[src/sliding_window_median_deviation_unit_macros.svh]
// Assertion helpers used by the top-level RTL file.
`ifndef SLIDING_WINDOW_MEDIAN_DEVIATION_UNIT_MACROS_SVH
`define SLIDING_WINDOW_MEDIAN_DEVIATION_UNIT_MACROS_SVH

// Clocked assertion that is switched off while reset is high.
`define SWMD_ASSERT(lbl, prop, msg) \
   lbl: assert property (@(posedge clock) disable iff (reset) prop) else $error(msg);

// Clocked assertion that is also checked during reset.
`define SWMD_ASSERT_ALWAYS(lbl, prop, msg) \
   lbl: assert property (@(posedge clock) prop) else $error(msg);

`endif

[src/swmd_pkg.sv]
`default_nettype none
package swmd_pkg;

   localparam int WINDOW_MAX_DEF = 32;
   localparam int SAMPLE_W       = 32;
   localparam int COST_W         = 38;
   localparam int LEN_CFG_W      = 6;
   localparam int CSR_DATA_W     = 32;
   localparam int CSR_ADDR_W     = 3;

   localparam logic [CSR_ADDR_W-1:0] ADDR_WINDOW_LEN = 3'd0;

   typedef enum logic [2:0] {
      ST_IDLE,
      ST_RANK,
      ST_MED,
      ST_SUM,
      ST_DRAIN,
      ST_DONE
   } state_type;

   // Control broadcast to every cell of the chain.
   typedef struct packed {
      logic push;
      logic load;
      logic shift;
      logic rank_en;
      logic rank_clr;
   } cell_ctl_type;

endpackage
`default_nettype wire

[src/swmd_cell.sv]
`default_nettype none
module swmd_cell import swmd_pkg::*; #(
   parameter int WINDOW_MAX = WINDOW_MAX_DEF,
   parameter int IDX        = 0,
   localparam int IW        = (WINDOW_MAX > 1) ? $clog2(WINDOW_MAX) : 1,
   localparam int LW        = $clog2(WINDOW_MAX + 1)
) (
   input  wire                        clock,
   input  wire cell_ctl_type          ctl,
   input  wire logic [LW-1:0]         win_len,
   input  wire logic [IW-1:0]         med_pos,
   input  wire logic signed [SAMPLE_W-1:0] hold_prev,
   output logic signed [SAMPLE_W-1:0] hold_out,
   input  wire logic signed [SAMPLE_W-1:0] tok_val_prev,
   input  wire logic [IW-1:0]         tok_idx_prev,
   input  wire logic                  tok_vld_prev,
   input  wire logic                  tok_mark_prev,
   output logic signed [SAMPLE_W-1:0] tok_val_out,
   output logic [IW-1:0]              tok_idx_out,
   output logic                       tok_vld_out,
   output logic                       tok_mark_out
);

   localparam logic [IW-1:0] MY_IDX = IW'(IDX);

   logic signed [SAMPLE_W-1:0] hold_ff, hold_in;
   logic [IW-1:0]              rank_ff, rank_in;
   logic signed [SAMPLE_W-1:0] tok_val_ff, tok_val_in;
   logic [IW-1:0]              tok_idx_ff, tok_idx_in;
   logic                       tok_vld_ff, tok_vld_in;
   logic                       tok_mark_ff, tok_mark_in;
   logic                       own_vld;
   logic                       below;

   assign own_vld = (LW'(IDX) < win_len);

   // A visiting sample ranks below this one if smaller, or equal and from a lower cell.
   assign below = tok_vld_ff && ((tok_val_ff < hold_ff) ||
                  ((tok_val_ff == hold_ff) && (tok_idx_ff < MY_IDX)));

   always_comb begin
      hold_in     = ctl.push ? hold_prev : hold_ff;
      rank_in     = rank_ff;
      tok_val_in  = tok_val_ff;
      tok_idx_in  = tok_idx_ff;
      tok_vld_in  = tok_vld_ff;
      tok_mark_in = tok_mark_ff;
      if (ctl.rank_clr) begin
         rank_in = '0;
      end else if (ctl.rank_en && below) begin
         rank_in = rank_ff + 1'b1;
      end
      if (ctl.load) begin
         tok_val_in  = hold_ff;
         tok_idx_in  = MY_IDX;
         tok_vld_in  = own_vld;
         tok_mark_in = own_vld && (rank_ff == med_pos);
      end else if (ctl.shift) begin
         tok_val_in  = tok_val_prev;
         tok_idx_in  = tok_idx_prev;
         tok_vld_in  = tok_vld_prev;
         tok_mark_in = tok_mark_prev;
      end
   end

   always_ff @(posedge clock) begin
      hold_ff     <= hold_in;
      rank_ff     <= rank_in;
      tok_val_ff  <= tok_val_in;
      tok_idx_ff  <= tok_idx_in;
      tok_vld_ff  <= tok_vld_in;
      tok_mark_ff <= tok_mark_in;
   end

   assign hold_out     = hold_ff;
   assign tok_val_out  = tok_val_ff;
   assign tok_idx_out  = tok_idx_ff;
   assign tok_vld_out  = tok_vld_ff;
   assign tok_mark_out = tok_mark_ff;

endmodule
`default_nettype wire

[config.mk]
export PLATFORM = sky130hd
export DESIGN_NAME = swmd_cell
export DESIGN_NICKNAME = d
export VERILOG_FILES = /design/src/sliding_window_median_deviation_unit_macros.svh /design/src/swmd_pkg.sv /design/src/swmd_cell.sv
export SDC_FILE = /design/constraint.sdc
export NUM_CORES = 1
export LEC_CHECK = 0
export BUFFER_PORTS_ARGS = -buffer_cell sky130_fd_sc_hd__buf_2
export CAP_MARGIN = 10
export CORE_ASPECT_RATIO = 1.2
export CORE_MARGIN = 2
export CORE_UTILIZATION = 35
export DETAILED_ROUTE_END_ITERATION = 7
export PLACE_DENSITY = 0.59
export SKIP_LAST_GASP = 1
export SLEW_MARGIN = 20
export SYNTH_ARGS = -nofsm -noshare
export SYNTH_HDL_FRONTEND = slang
export SYNTH_SLANG_ARGS = --single-unit
[constraint.sdc]
create_clock -name clock -period 3.05 [get_ports clock]
set_input_delay 0.61 -clock clock [delete_from_list [all_inputs] [get_ports clock]]
set_output_delay 0.61 -clock clock [all_outputs]
set_load 0.01 [all_outputs]
---- After elaboration in Yosys (flattened, before gate mapping) ----
Cells that the tools add are included.
operators by class
  equal/unequal tests ..................... 2
  order comparisons ....................... 3
  reductions and logical operators ........ 6
  muxes and demuxes ....................... 6
  $add $sub $neg .......................... 1
operator list
  cell                                                                  number
  32-bit 2-to-1 mux                                                     2
  32-bit equality test                                                  1
  32-bit < comparator                                                   1
  1-bit by 6-bit < comparator with 1-bit output, first input constant   1
  5-bit by 1-bit adder with 5-bit output, second input constant         1
  5-bit equality test                                                   1
  5-bit by 1-bit < comparator with 1-bit output, second input constant  1
  1-bit logical AND                                                     4
  1-bit 2-to-1 mux                                                      4
  2-bit nonzero test                                                    1
  1-bit logical OR                                                      1
storage, ports and cells
  logic and storage cells ................. 24
  output and inout port bits .............. 71
  register bits ........................... 76

---- Depth between registers and ports, before layout ----
Gate-level depths: netlist of run 1.
  depth after elaboration ................. 5
  mapped depth ............................ 9
  gate-level depth less buffers ........... 9

---- Least setup slack after synthesis of run 1 ----
No wires, ideal clock.
  kind .................................... flip-flop to flip-flop
  start ................................... register hold_ff[17], in the netlist hold_out[17]
  end ..................................... register rank_ff[0]
  slack ................................... 0.747 ns
  cell stages (with the launch flop) ...... 10
  arrival time ............................ 2.180 ns
  period minus slack after synthesis ...... 2.303 ns
  required time ........................... 2.927 ns
  path buffers ............................ 0
  setup time .............................. 0.123 ns
  cell sequence ........................... edfxtp_1 > inv_1 > ha_1 > a21oi_1 > o21ai_0 > a221oi_1 > o211ai_1 > a21oi_4 > mux2i_1 > mux2_1
on the way
  longest elaborated chain between the ends .. 5
ends and longest elaborated chain
  item                                                         line             source
  start: declaration                                           swmd_cell.sv:26  logic signed [SAMPLE_W-1:0] hold_ff, hold_in;
  start signal: assignment                                     swmd_cell.sv:67  hold_ff <= hold_in;
  branches (longest 2 deep; another with 32-bit < comparator)  -
  1-bit logical OR (*)                                         swmd_cell.sv:38  assign below = tok_vld_ff && ((tok_val_ff < hold_ff) ||
  1-bit logical AND (*)                                        swmd_cell.sv:38
  1-bit logical AND (*)                                        swmd_cell.sv:50  end else if (ctl.rank_en && below) begin
  end signal: assignment                                       swmd_cell.sv:68  rank_ff <= rank_in;
  end: declaration                                             swmd_cell.sv:27  logic [IW-1:0] rank_ff, rank_in;
Mark *: on every way between the ends.
A chain may end at the register's enable or synchronous reset.

---- Worst setup path after layout of run 1 ----
  start ................................... register hold_ff[19], in the netlist hold_out[19]
  end ..................................... register rank_ff[0]
Same word-level chain as after synthesis.

==> flow_summary_export.csv, run 1 <==
group,metric,value,unit
finish,final_common_cell,"buf_2",
timing,min_period,2.52,ns
setup_path,critPathLaunchType,"register",
timing,finalSetupTns,0,ns
placed_design,portBuffers,158,
power_and_ir_drop,p_clk_share,36.6,%
clocking,cts_resized,0,
power_and_ir_drop,switchingPower,693,µW
synthesis,synth_flop_cell,"edfxtp_1",
timing,slew_viol_final,0,
power_and_ir_drop,power_density,556,nW/µm²
timing,rsz0062_at_grt,"false",
clocking,htree_levels,3,
synthesis,synth_warnings,0,
power_and_ir_drop,switching_share,25.0,%
setup_path,worst_setup_path_end_kind,"register",
clocking,cts_tree,"yes",
placed_design,pre_cts_slack,0.475,ns
flow_run,maxCapViolCount,0,
timing,finalHoldViolCount,0,
synthesis,syn_area_per_cell,13.2,µm²
clocking,cts_buffer_depth,2,
power_and_ir_drop,leakage,0.00230,µW
timing,period_share,82.6,%
floorplanning,die_area,11600,µm²
detailed_routing,drt_iter0_markers,48,
timing,setup_viol,0,
detailed_routing,vias,2749,
synthesis,synth_edf_count,66,
detailed_routing,postRouteAntennaNets,0,
floorplanning,die_h,118,µm
synthesis,async_reset_ff_share,0,%
finish,syn_to_final_growth,32.3,%
detailed_routing,drcViolationCount,0,
setup_path,path_class,"reg -> reg",
outcome,status,"completed",
floorplanning,core_region_area,10500,µm²
timing,fmax,397,MHz
detailed_routing,postRouteWirelength,8760,µm
power_and_ir_drop,p_comb_share,16.9,%
power_and_ir_drop,peakVddDrop,0.281,mV
placed_design,dpl.hpwl,6520,µm
global_routing,grt_usage,15.0,%
global_routing,grt_pass1_vias,2843,
detailed_routing,routedWlPerCell,15.0,µm
clocking,hold_buffers,0,
finish,nets,569,
floorplanning,initial_core_util,35.8,%
setup_path,cp_max_fo,4,
setup_path,required,3.27,ns
timing,setup_ws,0.530,ns
detailed_routing,drtPass1Iterations,4,
floorplanning,die_w,98.7,µm
global_routing,grt_pass1_wl,13600,µm
floorplanning,io_pins,159,
clocking,clk_latency,0.33,ns
clocking,clkSinkCount,76,
power_and_ir_drop,p_int,2080,µW
floorplanning,num_rows,41,
setup_path,crit_arrival,2.73,ns
timing,worst_pin_slew,0.937,ns
global_routing,antenna_found_initial,1,
placed_design,place.gp.congestion,0.726,
timing,relSlewSlack,37.6,%
detailed_routing,viasPerCell,4.71,
global_routing,grt_overflow,0,
synthesis,syn_inst,286,
clocking,clk_pin_slew,0.06,ns
power_and_ir_drop,sequentialPowerShare,46.5,%
synthesis,yosysSeqAreaShare,57.9,%
timing,finClkSkew,0.00501,ns
hold_path,hold_path.class,"in -> reg",
finish,layout_common_cells,"158 x buf_2, 66 x edfxtp_1, 35 x mux2_2",
timing,whs,0.452,ns
synthesis,synth_seq_cells,76,
synthesis,synth.cell_area,3770,µm²
global_routing,grt_start_max_net_pins,42,
synthesis,ys_types,33,
finish,drive_gt1_share,46.5,%
clocking,clock-root-buffer,"clkbuf_16",
clocking,cts_buffers,9,
synthesis,syn-num-nets,406,
clocking,cts_setup_buffers,0,
==> critical path, cell delays in order, from the launching register on <==
cell and delay (ns):
edfxtp_1 0.40, inv_1 0.08, ha_1 0.23, a21oi_1 0.15
o21ai_0 0.10, a221oi_1 0.34, o211ai_1 0.20, a21oi_4 0.22
mux2i_1 0.33, mux2_1 0.35
==> stage by stage <==
step	util [%]	instance area, µm²	cells	power, µW
after floorplan	-	3770	286	1580
after CTS	47.4	4990	583	2820
after global placement	44.7	4700	567	1780
final	47.4	4990	584	2780
after detailed placement	44.7	4700	567	1790
after global routing	47.4	4990	583	2920
==> final cells by class <==
class	count	area [µm²]
clock inverter	7	57.6
fill	995	5530
timing repair buffer	159	798
inverter	32	120
sequential	76	2180
tap	129	161
clock buffer	9	225
multi-input combinational	171	1440
antenna	1	2.50
==> final timing paths <==
| check | from | end | slack (ns) | cells after the start |
|---|---|---|---|---|
| setup / recovery | hold_out[19] | rank_ff[0] | 0.53 | 9 |
| hold reg to reg | tok_idx_out[0] | tok_idx_out[0] | 0.51 | 2 |
| hold / removal | hold_prev[27] | hold_out[27] | 0.45 | 1 |
| setup reg to reg | hold_out[19] | rank_ff[0] | 0.53 | 9 |
==> power groups by stage <==
stage / logic, µW / registers, µW / clock network [µW]
final: 469 / 1290 / 1010
after global routing: 529 / 1300 / 1080
after CTS: 480 / 1290 / 1050
after detailed placement: 477 / 1310 / 0
after global placement: 470 / 1310 / 0
after floorplan: 228 / 1350 / 0
==> Yosys cell counts, drive strengths merged, types with 2 or more instances <==
library cell / number / area, µm²
mux2: 36 / 405
a21oi: 13 / 76.3
dfxtp: 10 / 200
nand4: 2 / 12.5
mux2i: 10 / 100
xnor2: 5 / 43.8
clkbuf: 6 / 22.5
nand2b: 3 / 26.3
o21ai: 9 / 45.0
ha: 32 / 400
nand3: 4 / 20.0
edfxtp: 66 / 1980
inv: 32 / 120
nor2b: 5 / 31.3
and4: 2 / 17.5
nor2: 23 / 86.3
o21a: 2 / 15.0
nand2: 14 / 52.6
==> routing by layer <==
layer	wire, µm	global-route usage [%]	vias to the layer above
met5	0	0	-
li1	-	-	1361
met4	91	4.62	0
met1	3660	17.8	1273
met3	684	5.34	11
met2	4320	25.4	104
==> flip-flops by register name, summed over array words and instances, names as in the netlist <==
name / flops
hold_out: 32
rank_ff: 5
tok_idx_out: 5
tok_mark_out: 1
tok_val_out: 32
tok_vld_out: 1
==> kinds of logic (layout without fill, tap and decap cells) <==
group | count (synthesis) | after routing | synth area share (%)
compound gates | 32 | 32 | 5.91
fa+ha+maj | 32 | 32 | 10.6
other cells | 0 | 1 | 0
simple gates | 56 | 56 | 7.14
xor+xnor | 5 | 5 | 1.16
flops | 76 | 76 | 57.9
buf+inv | 39 | 207 | 3.88
mux | 46 | 46 | 13.4
Note: power is estimated with default switching activity, not from simulation.
==> run 2: changes to the inputs <==
==> constraint.sdc (replaced) <==
create_clock -name clock -period 2.4 [get_ports clock]
set_input_delay 0.48 -clock clock [delete_from_list [all_inputs] [get_ports clock]]
set_output_delay 0.48 -clock clock [all_outputs]
set_load 0.01 [all_outputs]
==> flow_summary_export.csv, run 2 (synthesized netlist as in run 1, its figures left out) <==
group,metric,value,unit
outcome,status,"completed",
finish,finalNonFillerCells,596,
finish,syn_to_final_growth,37.5,%
global_routing,grt_start_max_net_pins,24,
setup_path,worst_setup_path_end_kind,"register",
finish,fillCellCount,991,
detailed_routing,postRouteAntennaNets,0,
clocking,hold_buffers,0,
timing,setup_viol,0,
setup_path,critPathLaunchType,"register",
placed_design,dpl.hpwl,6840,µm
timing,setup_ws,0.0799,ns
placed_design,dp.cells,577,
timing,relSlewSlack,70.4,%
floorplanning,io_pins,159,
setup_path,cp_max_fo,4,
clocking,clkSinkCount,76,
setup_path,path_class,"reg -> reg",
clocking,cts_buffer_depth,2,
global_routing,grt_usage,15.5,%
detailed_routing,vias,2797,
setup_path,slowest_delay,0.39,ns
floorplanning,initial_core_util,35.8,%
detailed_routing,drt_iter0_markers,61,
clocking,clk_pin_slew,0.06,ns
global_routing,grt_pass1_vias,2882,
global_routing,grt_overflow,0,
timing,fmax,431,MHz
timing,finClkSkew,0.00669,ns
power_and_ir_drop,leakage,0.00237,µW
setup_path,crit_family,"compound AO/OA/AOI/OAI gates",
finish,drive_gt1_share,50.6,%
placed_design,portBuffers,158,
clocking,htree_levels,3,
finish,final_common_cell,"buf_2",
clocking,clock-root-buffer,"clkbuf_16",
detailed_routing,drtPass1Iterations,4,
placed_design,place.gp.congestion,0.751,
floorplanning,core_region_area,10500,µm²
global_routing,antenna_found_initial,1,
placed_design,pre_cts_slack,-0.0904,ns
power_and_ir_drop,peakVddDrop,0.325,mV
floorplanning,die_h,118,µm
setup_path,cp_slowest_cell,"edfxtp_1",
timing,slew_viol_final,0,
detailed_routing,routedWlPerCell,15.2,µm
timing,rsz0062_at_grt,"true",
clocking,cts_tree,"yes",
detailed_routing,drcViolationCount,0,
setup_path,cp_num_buf_inv,1,
hold_path,hold_path.class,"in -> reg",
floorplanning,num_rows,41,
finish,layout_common_cells,"158 x buf_2, 66 x edfxtp_1, 35 x mux2_2",
setup_path,crit_arrival,2.54,ns
detailed_routing,postRouteWirelength,9030,µm
finish,nets,581,
timing,period_share,96.7,%
floorplanning,die_w,98.7,µm
setup_path,crit_chain,"inv_1 -> ha_4 -> a21oi_2 -> o21ai_2 -> a221oi_2 -> o211ai_1 -> a21oi_4 -> mux2i_2 -> mux2_4",
timing,finalHoldViolCount,0,
timing,min_period,2.32,ns
detailed_routing,viasPerCell,4.69,
floorplanning,die_area,11600,µm²
setup_path,required,2.62,ns
global_routing,grt_pass1_wl,14100,µm
power_and_ir_drop,power_density,696,nW/µm²
clocking,cts_buffers,9,
clocking,clk_latency,0.33,ns
timing,worst_pin_slew,0.440,ns
flow_run,maxCapViolCount,0,
run 2: report_power, final:
group / switching [µW] / internal (µW) / total, µW
Combinational: 337 / 337 / 674
Clock: 492 / 800 / 1290
Sequential: 75.4 / 1570 / 1650
run 2: layer usage:
| layer | vias up | wire length, µm | track usage, % |
|---|---|---|---|
| met3 | 10 | 621 | 3.98 |
| met2 | 109 | 4540 | 26.4 |
| met4 | 0 | 150 | 6.16 |
| met1 | 1294 | 3720 | 18.7 |
| met5 | - | 0 | 0 |
| li1 | 1384 | - | - |
run 2: layout make-up:
cell class,instances,area (µm²),area share [%]
flip-flops and latches,76,2180,42.1
multi-input cells,171,1540,29.7
repair buffers,171,901,17.4
clock buffers,13,240,4.63
well taps,129,161,3.11
inverters,32,120,2.32
clock inverters,3,37.5,0.724
diodes,1,2.50,0.0483
run 2: worst paths after layout:
path              cells past startpoint             end  slack (ns)           start
setup / recovery                      9      rank_ff[0]        0.08    hold_out[19]
setup reg to reg                      9      rank_ff[0]        0.08    hold_out[19]
hold / removal                        1    hold_out[20]        0.32   hold_prev[20]
hold reg to reg                       2  tok_idx_out[4]        0.50  tok_idx_out[4]
run 2: metrics by stage:
stage	setup TNS, ns	cell area (µm²)	hold WS, ns	power (µW)	utilization [%]
2_1_floorplan	0	3770	0.490	2000	-
4_1_cts	0	5110	0.304	3630	48.6
3_3_place_gp	-0.0183	4790	0.472	2280	45.6
3_5_place_dp	-0.159	4790	0.482	2300	45.6
5_1_grt	-0.145	5180	0.308	3790	49.3
6_report	0	5180	0.317	3610	49.3
run 2: worst register-to-register path, stage by stage, from the launching register on:
cell      delay [ns]
edfxtp_1        0.39
inv_1           0.12
ha_4            0.22
a21oi_2         0.14
o21ai_2         0.08
a221oi_2        0.27
o211ai_1        0.16
a21oi_4         0.23
mux2i_2         0.29
mux2_4          0.32
run 2: timing repair:
action | CTS | global route
resized for setup | 6 | 12
pin swaps | 4 | 8
buffers inserted | 0 | 2
setup endpoints to repair | 5 | 5
